<file path="src/ntc_pkg.sv">
// Shared types and constants for the nearest-template L1 classifier.
// No dependencies; the design files refer to this package by scoped names, the bench imports it.
`default_nettype none

package ntc_pkg;

  localparam int CLASSES              = 10;
  localparam int FEATURES             = 13;
  localparam int UNIT_WEIGHT_FEATURES = 9;
  localparam int FEATURE_BITS         = 16;
  localparam int HEAVY_WEIGHT         = 9;

  localparam int CLS_W      = $clog2(CLASSES);
  localparam int TMPL_DEPTH = CLASSES * FEATURES;
  localparam int TMPL_AW    = $clog2(TMPL_DEPTH);

  localparam int DIST_W  = 22;
  localparam int DIFF_W  = FEATURE_BITS + 1;
  localparam int WDIFF_W = DIFF_W + 4;
  localparam int SUM_W   = DIST_W + 1;

  localparam logic [DIST_W-1:0] DIST_MAX     = {DIST_W{1'b1}};
  localparam logic [DIST_W-1:0] LIMIT_RESET  = {DIST_W{1'b1}};

  localparam logic ACT_STORE = 1'b0;
  localparam logic ACT_TEST  = 1'b1;

  typedef struct packed {
    logic                     action;
    logic [3:0]               template_class;
    logic [3:0]               feature_index;
    logic signed [15:0]       feature_value;
  } item_t;

  typedef struct packed {
    logic        matched;
    logic [3:0]  best_class;
    logic [21:0] best_distance;
  } result_t;

  // Control carried alongside each class slot through the accumulate pipeline
  typedef struct packed {
    logic             valid;
    logic [CLS_W-1:0] cls;
    logic             last;
    logic             heavy;
  } stage_ctl_t;

  typedef enum logic [1:0] {
    SEQ_IDLE,
    SEQ_RUN,
    SEQ_DRAIN
  } seq_state_t;

endpackage

`default_nettype wire

</file>
<file path="src/ntc_template_ram.sv">
// Template store: CLASSES*FEATURES feature values, one write and one read port.
// Synchronous (registered) read. Depends on ntc_pkg.
`default_nettype none

module ntc_template_ram (
  input  wire logic                                 clk,
  input  wire logic                                 wr_en,
  input  wire logic [ntc_pkg::TMPL_AW-1:0]          wr_addr,
  input  wire logic signed [ntc_pkg::FEATURE_BITS-1:0] wr_data,
  input  wire logic                                 rd_en,
  input  wire logic [ntc_pkg::TMPL_AW-1:0]          rd_addr,
  output logic signed [ntc_pkg::FEATURE_BITS-1:0]   rd_data
);

  logic signed [ntc_pkg::FEATURE_BITS-1:0] mem [ntc_pkg::TMPL_DEPTH];

  always_ff @(posedge clk) begin
    if (wr_en) begin
      mem[wr_addr] <= wr_data;
    end
  end

  always_ff @(posedge clk) begin
    if (rd_en) begin
      rd_data <= mem[rd_addr];
    end
  end

endmodule

`default_nettype wire

</file>
<file path="src/ntc_dist_ram.sv">
// Per-class running distance store with one valid bit per class.
// An entry that is not valid reads as zero; clear_all drops every entry. Depends on ntc_pkg.
`default_nettype none

module ntc_dist_ram (
  input  wire logic                             clk,
  input  wire logic                             rst,
  input  wire logic                             clear_all,
  input  wire logic                             wr_en,
  input  wire logic [ntc_pkg::CLS_W-1:0]        wr_cls,
  input  wire logic [ntc_pkg::DIST_W-1:0]       wr_data,
  input  wire logic                             rd_en,
  input  wire logic [ntc_pkg::CLS_W-1:0]        rd_cls,
  output logic [ntc_pkg::DIST_W-1:0]            rd_data
);

  logic [ntc_pkg::DIST_W-1:0]  mem [ntc_pkg::CLASSES];
  logic [ntc_pkg::CLASSES-1:0] valid;

  always_ff @(posedge clk) begin
    if (wr_en) begin
      mem[wr_cls] <= wr_data;
    end
  end

  always_ff @(posedge clk) begin
    if (rst || clear_all) begin
      valid <= '0;
    end else if (wr_en) begin
      valid[wr_cls] <= 1'b1;
    end
  end

  always_ff @(posedge clk) begin
    if (rd_en) begin
      rd_data <= valid[rd_cls] ? mem[rd_cls] : '0;
    end
  end

endmodule

`default_nettype wire

</file>
<file path="src/ntc_accum.sv">
// Accumulate pipeline: weighted |test - template|, saturating add, write-back
// and running minimum over classes; emits the result at the end of a vector. Depends on ntc_pkg.
`default_nettype none

module ntc_accum (
  input  wire logic                                 clk,
  input  wire logic                                 rst,
  input  wire ntc_pkg::stage_ctl_t                  issue_ctl,
  input  wire logic signed [ntc_pkg::FEATURE_BITS-1:0] test_value,
  input  wire logic signed [ntc_pkg::FEATURE_BITS-1:0] tmpl_value,
  input  wire logic [ntc_pkg::DIST_W-1:0]           dist_value,
  input  wire logic [ntc_pkg::DIST_W-1:0]           reject_limit,
  output logic                                      dist_wr_en,
  output logic [ntc_pkg::CLS_W-1:0]                 dist_wr_cls,
  output logic [ntc_pkg::DIST_W-1:0]                dist_wr_data,
  output logic                                      dist_clear,
  output logic                                      done,
  output logic                                      result_valid,
  output ntc_pkg::result_t                          result
);

  ntc_pkg::stage_ctl_t p1, p2, p3;

  logic signed [ntc_pkg::DIFF_W-1:0] diff;
  logic [ntc_pkg::DIFF_W-1:0]        mag;
  logic [ntc_pkg::WDIFF_W-1:0]       wdiff;
  logic [ntc_pkg::WDIFF_W-1:0]       wd2;
  logic [ntc_pkg::DIST_W-1:0]        dist2;
  logic [ntc_pkg::SUM_W-1:0]         sum;
  logic [ntc_pkg::DIST_W-1:0]        sat;
  logic [ntc_pkg::DIST_W-1:0]        sum3;
  logic [ntc_pkg::DIST_W-1:0]        best_dist;
  logic [ntc_pkg::CLS_W-1:0]         best_cls;
  logic                              better;
  logic [ntc_pkg::DIST_W-1:0]        best_dist_next;
  logic [ntc_pkg::CLS_W-1:0]         best_cls_next;
  logic                              final_cls;
  logic                              emit;
  logic                              hit;

  // stage 1: memory data is in, form the weighted absolute difference
  always_comb begin
    diff  = ntc_pkg::DIFF_W'(test_value) - ntc_pkg::DIFF_W'(tmpl_value);
    mag   = diff[ntc_pkg::DIFF_W-1] ? ntc_pkg::DIFF_W'(-diff) : ntc_pkg::DIFF_W'(diff);
    // weight 9 as x*8 + x
    wdiff = p1.heavy ? (ntc_pkg::WDIFF_W'({mag, 3'b000}) + ntc_pkg::WDIFF_W'(mag))
                     : ntc_pkg::WDIFF_W'(mag);
  end

  always_ff @(posedge clk) begin
    if (rst) begin
      p1 <= '0;
      p2 <= '0;
      p3 <= '0;
    end else begin
      p1 <= issue_ctl;
      p2 <= p1;
      p3 <= p2;
    end
  end

  always_ff @(posedge clk) begin
    wd2   <= wdiff;
    dist2 <= dist_value;
  end

  // stage 2: saturating add and write-back
  always_comb begin
    sum = ntc_pkg::SUM_W'(dist2) + ntc_pkg::SUM_W'(wd2);
    sat = sum[ntc_pkg::SUM_W-1] ? ntc_pkg::DIST_MAX : sum[ntc_pkg::DIST_W-1:0];
  end

  // the closing feature does not need its sums stored: the store is cleared anyway
  assign dist_wr_en   = p2.valid && !p2.last;
  assign dist_wr_cls  = p2.cls;
  assign dist_wr_data = sat;

  always_ff @(posedge clk) begin
    sum3 <= sat;
  end

  // stage 3: running minimum, strict less so the lowest class keeps ties
  always_comb begin
    better         = (p3.cls == '0) || (sum3 < best_dist);
    best_dist_next = better ? sum3 : best_dist;
    best_cls_next  = better ? p3.cls : best_cls;
    final_cls      = p3.valid && (p3.cls == ntc_pkg::CLS_W'(ntc_pkg::CLASSES - 1));
    emit           = final_cls && p3.last;
    hit            = best_dist_next < reject_limit;
  end

  assign done       = final_cls;
  assign dist_clear = emit;

  always_ff @(posedge clk) begin
    if (p3.valid) begin
      best_dist <= best_dist_next;
      best_cls  <= best_cls_next;
    end
  end

  always_ff @(posedge clk) begin
    if (rst) begin
      result_valid <= 1'b0;
    end else begin
      result_valid <= emit;
    end
  end

  always_ff @(posedge clk) begin
    if (emit) begin
      result.matched       <= hit;
      result.best_class    <= hit ? 4'(best_cls_next) : 4'd0;
      result.best_distance <= best_dist_next;
    end
  end

endmodule

`default_nettype wire

</file>
<file path="src/nearest_template_l1_classifier_unit.sv">
// Top level of the nearest-template L1 classifier: command sequencer, reject limit
// register, template store, distance store and accumulate pipeline. Depends on ntc_pkg.
//
// Usage:
//   Input: an item beat is taken at a clock edge with start high and busy low.
//   A store beat (action 0) writes one template feature in that cycle; busy stays
//   low, so stores can follow one per cycle. A test beat (action 1) with an index
//   inside the vector raises busy for the whole pass over the classes: the sequencer
//   reads one template entry and one running distance per class per cycle, then a
//   three-stage pipeline weights, adds, writes back and tracks the minimum.
//   A test item therefore holds off the next beat until busy falls again.
//   A test beat outside the vector, or a store out of range, is dropped.
//   Output: for a test beat carrying the last feature index, result_valid is high
//   for one cycle once the pass is through, with result. The receiver
//   cannot stall; nothing is held back for it.
//   Config: cfg_valid/cfg_ready write the reject limit; cfg_ready is always high.
//   Write it only while the block is idle.
//   Reset (rst, synchronous): running distances clear to zero, the reject limit
//   goes to its maximum, no result is pending. Templates must be written before use.
`default_nettype none

module nearest_template_l1_classifier_unit (
  input  wire logic                        clk,
  input  wire logic                        rst,
  input  wire logic                        start,
  output logic                             busy,
  input  wire ntc_pkg::item_t              item,
  input  wire logic                        cfg_valid,
  output logic                             cfg_ready,
  input  wire logic [ntc_pkg::DIST_W-1:0]  cfg_data,
  output logic                             result_valid,
  output ntc_pkg::result_t                 result
);

  ntc_pkg::seq_state_t state, state_next;

  logic [ntc_pkg::DIST_W-1:0]             reject_limit;
  logic [ntc_pkg::CLS_W-1:0]              cls_cnt;
  logic [ntc_pkg::TMPL_AW-1:0]            rd_addr;
  logic signed [ntc_pkg::FEATURE_BITS-1:0] val_q;
  logic                                   heavy_q;
  logic                                   last_q;

  logic                                   accept;
  logic                                   idx_ok;
  logic                                   store_go;
  logic                                   test_go;
  logic                                   issue;
  logic [ntc_pkg::TMPL_AW-1:0]            wr_addr;
  ntc_pkg::stage_ctl_t                    issue_ctl;

  logic signed [ntc_pkg::FEATURE_BITS-1:0] tmpl_rd;
  logic [ntc_pkg::DIST_W-1:0]             dist_rd;
  logic                                   dist_wr_en;
  logic [ntc_pkg::CLS_W-1:0]              dist_wr_cls;
  logic [ntc_pkg::DIST_W-1:0]             dist_wr_data;
  logic                                   dist_clear;
  logic                                   done;

  assign cfg_ready = 1'b1;

  always_ff @(posedge clk) begin
    if (rst) begin
      reject_limit <= ntc_pkg::LIMIT_RESET;
    end else if (cfg_valid && cfg_ready) begin
      reject_limit <= cfg_data;
    end
  end

  assign accept   = start && !busy;
  assign idx_ok   = int'(item.feature_index) < ntc_pkg::FEATURES;
  assign store_go = accept && (item.action == ntc_pkg::ACT_STORE) && idx_ok
                    && (int'(item.template_class) < ntc_pkg::CLASSES);
  assign test_go  = accept && (item.action == ntc_pkg::ACT_TEST) && idx_ok;
  assign wr_addr  = ntc_pkg::TMPL_AW'(int'(item.template_class) * ntc_pkg::FEATURES
                                      + int'(item.feature_index));

  always_ff @(posedge clk) begin
    if (rst) begin
      state <= ntc_pkg::SEQ_IDLE;
    end else begin
      state <= state_next;
    end
  end

  always_comb begin
    state_next = state;
    busy       = 1'b1;
    issue      = 1'b0;
    unique case (state)
      ntc_pkg::SEQ_IDLE: begin
        busy = 1'b0;
        if (test_go) begin
          state_next = ntc_pkg::SEQ_RUN;
        end
      end
      ntc_pkg::SEQ_RUN: begin
        issue = 1'b1;
        if (cls_cnt == ntc_pkg::CLS_W'(ntc_pkg::CLASSES - 1)) begin
          state_next = ntc_pkg::SEQ_DRAIN;
        end
      end
      ntc_pkg::SEQ_DRAIN: begin
        if (done) begin
          state_next = ntc_pkg::SEQ_IDLE;
        end
      end
      default: begin
        state_next = ntc_pkg::SEQ_IDLE;
      end
    endcase
  end

  // one class per cycle; the template address steps by one vector length
  always_ff @(posedge clk) begin
    if (test_go) begin
      cls_cnt <= '0;
      rd_addr <= ntc_pkg::TMPL_AW'(item.feature_index);
      val_q   <= item.feature_value;
      heavy_q <= int'(item.feature_index) >= ntc_pkg::UNIT_WEIGHT_FEATURES;
      last_q  <= int'(item.feature_index) == ntc_pkg::FEATURES - 1;
    end else if (issue) begin
      cls_cnt <= cls_cnt + ntc_pkg::CLS_W'(1);
      rd_addr <= rd_addr + ntc_pkg::TMPL_AW'(ntc_pkg::FEATURES);
    end
  end

  always_comb begin
    issue_ctl.valid = issue;
    issue_ctl.cls   = cls_cnt;
    issue_ctl.last  = last_q;
    issue_ctl.heavy = heavy_q;
  end

  ntc_template_ram u_tmpl (
    .clk     (clk),
    .wr_en   (store_go),
    .wr_addr (wr_addr),
    .wr_data (item.feature_value),
    .rd_en   (issue),
    .rd_addr (rd_addr),
    .rd_data (tmpl_rd)
  );

  ntc_dist_ram u_dist (
    .clk       (clk),
    .rst       (rst),
    .clear_all (dist_clear),
    .wr_en     (dist_wr_en),
    .wr_cls    (dist_wr_cls),
    .wr_data   (dist_wr_data),
    .rd_en     (issue),
    .rd_cls    (cls_cnt),
    .rd_data   (dist_rd)
  );

  ntc_accum u_accum (
    .clk          (clk),
    .rst          (rst),
    .issue_ctl    (issue_ctl),
    .test_value   (val_q),
    .tmpl_value   (tmpl_rd),
    .dist_value   (dist_rd),
    .reject_limit (reject_limit),
    .dist_wr_en   (dist_wr_en),
    .dist_wr_cls  (dist_wr_cls),
    .dist_wr_data (dist_wr_data),
    .dist_clear   (dist_clear),
    .done         (done),
    .result_valid (result_valid),
    .result       (result)
  );

  // a result only closes a test pass
  a_result_after_pass: assert property (@(posedge clk) disable iff (rst)
    result_valid |-> $past(state) == ntc_pkg::SEQ_DRAIN)
    else $error("result without a finished test pass");

  // result strobes never come back to back
  a_single_strobe: assert property (@(posedge clk) disable iff (rst)
    result_valid |=> !result_valid)
    else $error("result strobe longer than one cycle");

  // a match must be below the limit in force
  a_match_below_limit: assert property (@(posedge clk) disable iff (rst)
    result_valid && result.matched |-> result.best_distance < reject_limit)
    else $error("match reported at or above reject limit");

  // no distance write-back while idle
  a_no_write_idle: assert property (@(posedge clk) disable iff (rst)
    state == ntc_pkg::SEQ_IDLE |-> !dist_wr_en)
    else $error("distance write while sequencer idle");

endmodule

`default_nettype wire

</file>
<file path="config.mk">
export PLATFORM = sky130hd
export DESIGN_NAME = nearest_template_l1_classifier_unit
export DESIGN_NICKNAME = d
export VERILOG_FILES = /design/src/ntc_pkg.sv /design/src/ntc_template_ram.sv /design/src/ntc_dist_ram.sv /design/src/ntc_accum.sv /design/src/nearest_template_l1_classifier_unit.sv
export SDC_FILE = /design/constraint.sdc
export NUM_CORES = 2
export LEC_CHECK = 0
export BUFFER_PORTS_ARGS = -buffer_cell sky130_fd_sc_hd__buf_2
export CAP_MARGIN = 20
export CORE_AREA = 8 8 593 595
export CTS_CLUSTER_DIAMETER = 100
export DETAILED_ROUTE_END_ITERATION = 16
export DIE_AREA = 0 0 601 603
export PLACE_DENSITY = 0.56
export REMOVE_ABC_BUFFERS = 1
export SETUP_SLACK_MARGIN = 0.2
export SKIP_LAST_GASP = 1
export SYNTH_ARGS = -nofsm -noshare
export SYNTH_HDL_FRONTEND = slang
export SYNTH_HIERARCHICAL = 1
export SYNTH_SLANG_ARGS = --single-unit
</file>
<file path="constraint.sdc">
create_clock -name clk -period 8.3 [get_ports clk]
set_input_delay 0.83 -clock clk [delete_from_list [all_inputs] [get_ports clk]]
set_output_delay 0.83 -clock clk [all_outputs]
set_load 0.01 [all_outputs]
</file>
Word-level counts from Yosys, hierarchy flattened
Memories as Yosys holds them, arrays and structs flattened. A register that Yosys moved wholly into a read port is not among the register bits.
Index checks and enable logic that the tools add are counted.
{"block": "totals", "reg_bits": 202, "mem_bits_rw": 2300, "in_bits": 51, "out_inout_bits": 30, "wordCells": 96, "mem_count": 2}
{"block": "classes", "n_addsub": 7, "multipliers": 1, "n_lt_le_gt_ge": 8, "eq_ne": 8, "mux": 21, "bitwise": 2, "reduce_logical": 18}
{"memory": "u_tmpl.mem", "depth": 130, "word_bits": 16, "rd": 1, "rd_ports_with_merged_regs": 1, "write_ports": 1, "line": "ntc_template_ram.sv:15", "rtl": "logic signed [ntc_pkg::FEATURE_BITS-1:0] mem [ntc_pkg::TMPL_DEPTH];"}
{"memory": "u_dist.mem", "depth": 10, "word_bits": 22, "rd": 1, "rd_ports_with_merged_regs": 1, "write_ports": 1, "line": "ntc_dist_ram.sv:17", "rtl": "logic [ntc_pkg::DIST_W-1:0] mem [ntc_pkg::CLASSES];"}
{"operator": "22-bit < comparator", "count": 2}
{"operator": "22-bit 2-to-1 mux", "count": 2}
{"operator": "17-bit 2-to-1 mux", "count": 2}
{"operator": "22-bit by 21-bit adder with 23-bit output", "count": 1}
{"operator": "20-bit by 17-bit adder with 21-bit output", "count": 1}
{"operator": "17-bit negation", "count": 1}
{"operator": "16-bit by 16-bit subtractor with 17-bit output", "count": 1}
{"operator": "4-bit 2-to-1 mux", "count": 3}
{"operator": "1-bit logical AND", "count": 10}
{"operator": "4-bit by 5-bit < comparator with 1-bit output (second input constant)", "count": 2}
{"operator": "10-bit OR", "count": 1}
{"operator": "8-bit by 4-bit adder with 8-bit output", "count": 1}
{"operator": "8-bit by 4-bit adder with 8-bit output (second input constant)", "count": 1}
{"operator": "4-bit equality test (second input constant)", "count": 2}
{"operator": "4-bit < comparator (second input constant)", "count": 2}
{"operator": "4-bit by 4-bit multiplier with 8-bit output (second input constant)", "count": 1}
{"operator": "1-bit 2-to-1 mux", "count": 8}
{"operator": "2-bit 2-to-1 mux", "count": 3}
{"operator": "2-bit != test (second input constant)", "count": 3}
{"operator": "2-bit one-hot mux with 3 select lines", "count": 1}
{"operator": "4-bit by 1-bit adder with 4-bit output (second input constant)", "count": 1}
{"operator": "1-bit binary-select mux with 4-bit select", "count": 1}
{"operator": "1-bit demux with 4-bit select", "count": 1}
{"operator": "4-bit by 3-bit equality test with 1-bit output (second input constant)", "count": 1}
{"operator": "other kinds (11)", "count": 13}

Logic depth before layout (Yosys ltp)
{"block": "depth", "depth_word": 7, "mapped_depth": 26, "ltp_nobuf": 25}

By module
The synthesis kept the hierarchy.
{"module": "ntc_template_ram", "n_inst": 1, "cells_per_inst": 3867, "area_each_um2": 81590.8, "seq_area_each_um2": 62940.4}
{"module": "ntc_dist_ram", "n_inst": 1, "cells_per_inst": 394, "area_each_um2": 9675.5, "seq_area_each_um2": 7467.2}
{"module": "ntc_accum", "n_inst": 1, "cells_per_inst": 876, "area_each_um2": 8474.4, "seq_area_each_um2": 3293.2}
{"module": "nearest_template_l1_classifier_unit", "n_inst": 1, "cells_per_inst": 218, "area_each_um2": 2563.7, "seq_area_each_um2": 1301.2}

Least setup slack after synthesis
No wires, ideal clock.
{"block": "synth_path", "path_type": "in2reg", "from": "input port item[20] in the netlist's numbering", "to": "memory u_tmpl/mem[36][0] in the netlist's numbering, enable pin", "setup_ns": 0.409, "t_arrival_ns": 4.499, "required_ns": 7.891, "slack_ns": 3.391, "path_stages": 11, "path_buffers": 0, "cell_sequence": "ha_1 ha_1 fa_1 ha_1 nor2b_1 o31a_1 o32ai_1 a311oi_1 nor2_1 nand4_1 nor3_1"}
{"block": "synth_between", "elab_cells_between_ends": 6, "classes_between": "1 x add/sub; 1 x mul; 1 x order compare; 2 x mux; 1 x reduce/logical"}
{"element": "from (decl)", "line": "nearest_template_l1_classifier_unit.sv:27", "rtl": "input wire ntc_pkg::item_t item,"}
{"element": "4-bit by 4-bit multiplier with 8-bit output", "line": "nearest_template_l1_classifier_unit.sv:75", "rtl": "assign wr_addr = ntc_pkg::TMPL_AW'(int'(item.template_class) * ntc_pkg::FEATURES"}
{"element": "8-bit by 4-bit adder with 8-bit output", "line": "nearest_template_l1_classifier_unit.sv:76", "rtl": "+ int'(item.feature_index));"}
{"element": "via wr_addr, one bit", "line": "nearest_template_l1_classifier_unit.sv:49", "rtl": "logic [ntc_pkg::TMPL_AW-1:0] wr_addr;"}
{"element": "to (decl)", "line": "ntc_template_ram.sv:15"}
The timed path passes the listed nets, and every way through them passes these cells.

Worst setup path after layout
{"block": "layout_path", "from": "register val_q[0] in the netlist's numbering", "to": "register u_accum/wd2[16] in the netlist's numbering"}
{"block": "layout_between", "elab_chain_cells": 5}
{"element": "from (decl)", "line": "nearest_template_l1_classifier_unit.sv:40", "rtl": "logic signed [ntc_pkg::FEATURE_BITS-1:0] val_q;"}
{"element": "from (signal assigned)", "line": "nearest_template_l1_classifier_unit.sv:119", "rtl": "val_q <= item.feature_value;"}
{"element": "16-bit by 16-bit subtractor with 17-bit output (*)", "line": "ntc_accum.sv:43", "rtl": "diff = ntc_pkg::DIFF_W'(test_value) - ntc_pkg::DIFF_W'(tmpl_value);"}
{"element": "17-bit negation", "line": "ntc_accum.sv:44", "rtl": "mag = diff[ntc_pkg::DIFF_W-1] ? ntc_pkg::DIFF_W'(-diff) : ntc_pkg::DIFF_W'(diff);"}
{"element": "17-bit 2-to-1 mux (*)", "line": "ntc_accum.sv:44"}
{"element": "20-bit by 17-bit adder with 21-bit output", "line": "ntc_accum.sv:46", "rtl": "wdiff = p1.heavy ? (ntc_pkg::WDIFF_W'({mag, 3'b000}) + ntc_pkg::WDIFF_W'(mag))"}
{"element": "17-bit 2-to-1 mux (*)", "line": "ntc_accum.sv:46"}
{"element": "via u_accum.wdiff, one bit", "line": "ntc_accum.sv:26", "rtl": "logic [ntc_pkg::WDIFF_W-1:0] wdiff;"}
{"element": "to (signal assigned)", "line": "ntc_accum.sv:63", "rtl": "wd2 <= wdiff;"}
{"element": "to (decl)", "line": "ntc_accum.sv:27", "rtl": "logic [ntc_pkg::WDIFF_W-1:0] wd2;"}
The timed path passes the listed nets; every way through them passes the cells marked *.
A chain may end at the register's enable or synchronous reset.

==> impl_metrics.tcl <==
set metrics [dict create \
    outcome "completed" \
    start_kind "register" \
    ys_types 110 \
    fmax_mhz 184.2 \
    final.min_clock_period_ps 5429 \
    grt_pass1_wl_um 383700 \
    rrSetupSlack_ps 2870 \
    layout.nets 5844 \
    postCtsSetupRepairBufs 0 \
    drc 0 \
    drt_iter0_markers 5049 \
    initial_core_util_pct 29.92 \
    r2r_end "u_accum/wd2[16]" \
    worstPathArrival_ps 6100 \
    drv_slew 0 \
    finalHoldViolations 0 \
    gp_congestion 0.8363 \
    postSynthAreaPerCell_um2 19.10 \
    fin_skew_ps 104.3 \
    layout-drive-gt1-share_pct 21.61 \
    fp.dieW_um 601 \
    rsz0062_at_grt "false" \
    place_hpwl_um 162800 \
    finalCritPeriodShare_pct 65.41 \
    setup_ws_ps 2871 \
    p_leak_uw 0.03807 \
    area_growth_syn_to_layout_pct 14.75 \
    antenna_found_initial 23 \
    yosysSeqAreaShare_pct 73.31 \
    worstHoldPathCells 2 \
    wl_per_cell_um 25.53 \
    clk_pin_slew_ps 50 \
    clock_latency_ps 910 \
    tightest_slew_ps 1207 \
    io_buffers 79 \
    fp-row-count 215 \
    synth_seq_cells 2540 \
    dr_total_vias 52590 \
    grt_max_degree 108 \
    cts_made_buffers 277 \
    dr.pass1.iters 6 \
    required_ps 8970 \
    layoutNonFillerInstCount 10460 \
    syn_inst 5355 \
    core-area_um2 341900 \
    hp-start "cfg_data[0]" \
    r2r-start "val_q[0]" \
    setup_viol 0 \
    clk_path_buf_depth 4 \
    synth-edff-count 2413 \
    synthArstFlopShare_pct 0 \
    power.density_nw_per_um2 275.6 \
    critPathCaptureType "register" \
    min_to "reject_limit[0]" \
    ys.flop_type "edfxtp_1" \
    vias_per_cell 5.030 \
    dp_cells 9946 \
    cts_sinks 2540 \
    crit_type "reg -> reg" \
    ant_nets 0 \
    dieHeight_um 603 \
    hold_buffers 0 \
    grt_use_total_pct 14.21 \
    maxCapViolations 0 \
    synth.cell_area_um2 102300 \
    synth_warnings 6 \
    place_ws_ps 2669 \
    drt_wl_total_um 267000 \
    pin_count 81 \
    die_area_um2 362400 \
    relSlewSlack_pct 18.79 \
    h-tree-depth 5 \
    cp_max_fo 16 \
    clockRootBuffer "clkbuf_16" \
    peakVddDrop_v 0.0001754 \
    grt_pass1_vias 52850 \
    cts_tree "yes" \
    hp-class "in -> reg" \
    gr-total-overflow 0 \
    rr_worst_depth 24 \
    cts_resized 0 \
]
-- cells by family after synthesis --
family	Yosys count	share of synthesized area, %
DFF	2540	73.31
xor gates and xnor gates	75	0.6641
adders and majority gates	124	1.546
buffers and inverters	372	2.362
and+or+nand+nor	867	4.115
other	2	0.007341
AOI/OAI and AO/OA	610	4.252
muxes	765	13.74
-- placed cells by master, fill, tap and decap left out, types with 25 or more instances in the layout --
cell type	netlist	routed
o21ai_0	73	72
edfxtp_1	2413	2413
nand2b_1	27	27
nor3_1	39	33
nand2_1	261	261
clkbuf_1	71	53
xnor2_1	45	45
clkbuf_16	0	280
mux2_2	52	52
clkinv_1	1	59
clkinv_2	0	45
a211oi_1	25	25
a21o_1	27	27
nand4_1	41	41
a21oi_1	102	101
nand3_1	54	53
mux4_1	63	63
mux4_2	424	424
xor2_1	27	27
inv_1	95	95
nor2_1	250	227
buf_4	35	229
a31oi_1	53	53
o221ai_1	26	26
nor2b_1	87	85
ha_1	116	116
mux2i_1	225	225
a22oi_1	48	48
buf_2	67	64
dfxtp_1	127	124
-- flip-flops by register name, summed over array words and instances (netlist names), 10 cells and up --
signal	flops
u_accum/best_dist	22
u_tmpl/rd_data	16
val_q	16
u_dist/valid	10
reject_limit	22
u_accum/dist2	22
u_dist/mem	220
u_accum/sum3	22
u_accum/wd2	21
u_dist/rd_data	22
u_accum/result	27
u_tmpl/mem	2080
-- synth_stat cells, drive strengths merged, types with 9 or more instances --
master | number | share of area (%)
edfxtp | 2413 | 71
mux4 | 487 | 11
nand2 | 261 | 0.96
nor2 | 252 | 0.93
mux2i | 225 | 2.2
buf | 188 | 1.6
dfxtp | 127 | 2.5
ha | 116 | 1.4
a21oi | 103 | 0.51
nor2b | 100 | 0.70
inv | 98 | 0.36
o21ai | 96 | 0.47
clkbuf | 80 | 0.35
a31oi | 55 | 0.35
nand3 | 54 | 0.26
mux2 | 53 | 0.59
a22oi | 48 | 0.35
xnor2 | 47 | 0.42
nand4 | 43 | 0.28
nor3 | 40 | 0.20
a211oi | 29 | 0.23
and2 | 29 | 0.18
xor2 | 28 | 0.25
a21o | 27 | 0.20
nand2b | 27 | 0.17
o221ai | 27 | 0.25
a221oi | 26 | 0.24
a211o | 24 | 0.21
o21a | 24 | 0.18
o211ai | 22 | 0.17
o22ai | 20 | 0.12
a2111oi | 19 | 0.17
and3 | 13 | 0.079
a221o | 10 | 0.098
a311oi | 10 | 0.086
o311ai | 10 | 0.093
nor4 | 9 | 0.061
-- per-layer routing --
layer	routed length, um	vias up	global-route usage [%]
met1	114000	27920	19.57
met4	8332	2	4.515
met3	17400	411	2.334
met2	127300	1863	23.06
li1	-	22400	-
met5	13	-	0
-- metrics by stage --
step	hold WS, ps	utilization (%)	total power [uW]	setup TNS [ps]	area (um^2)
after floorplan	323.3	-	19100	-363840	100300
after global placement	327.0	31.69	20500	0	108300
after detailed placement	328.1	31.70	20580	0	108400
after CTS	105.6	34.31	32650	0	117300
after global routing	148.6	34.33	33520	0	117400
final	202.0	34.34	32360	0	117400
-- critical path: stages, from the launching register on --
cell and delay (ps):
edfxtp_1 330, inv_1 40, ha_1 210, fa_1 400, nand2b_1 230, a211o_1 340
a21oi_1 250, a21o_1 470, a31oi_1 130, xnor2_1 290, inv_1 140, ha_1 350
nand2_1 70, o21ai_0 200, o21ai_0 110, nand2b_1 110, a21oi_1 110, maj3_1 360
nand2_1 70, nand4_1 220, o211ai_1 240, a31oi_1 170, o21ai_1 200, xnor2_1 140
mux2i_1 100
-- cell type report --
| type | count | area, um^2 |
|---|---|---|
| Fill cell | 31830 | 224500 |
| Sequential cell | 2540 | 75010 |
| Multi-Input combinational cell | 2443 | 25040 |
| Clock buffer | 335 | 7222 |
| Tap cell | 4557 | 5702 |
| Timing Repair Buffer | 311 | 2357 |
| Clock inverter | 164 | 1684 |
| Inverter | 99 | 372.9 |
| Antenna cell | 7 | 17.52 |
-- where the power goes --
part           switching [uW]  internal (uW)  total [uW]
clock                    5120           6940       12100
combinational            3570           1970        5540
sequential                143          14600       14800
total                    8830          23500       32400
-- how the worst max path moves through the flow --
stage                           from            endpoint  slack [ps]  cells after the start
after floorplan           rd_addr[0]  u_tmpl/rd_data[12]      -16290                      6
after global placement      item[21]   u_tmpl/mem[93][0]        2690                     12
after detailed placement    item[21]   u_tmpl/mem[27][0]        2670                      9
after CTS                   val_q[0]     u_accum/wd2[16]        2840                     24
after global routing        val_q[0]     u_accum/wd2[14]        2330                     24
final                       val_q[0]     u_accum/wd2[16]        2870                     24
Note: power is estimated with default switching activity, not from simulation.
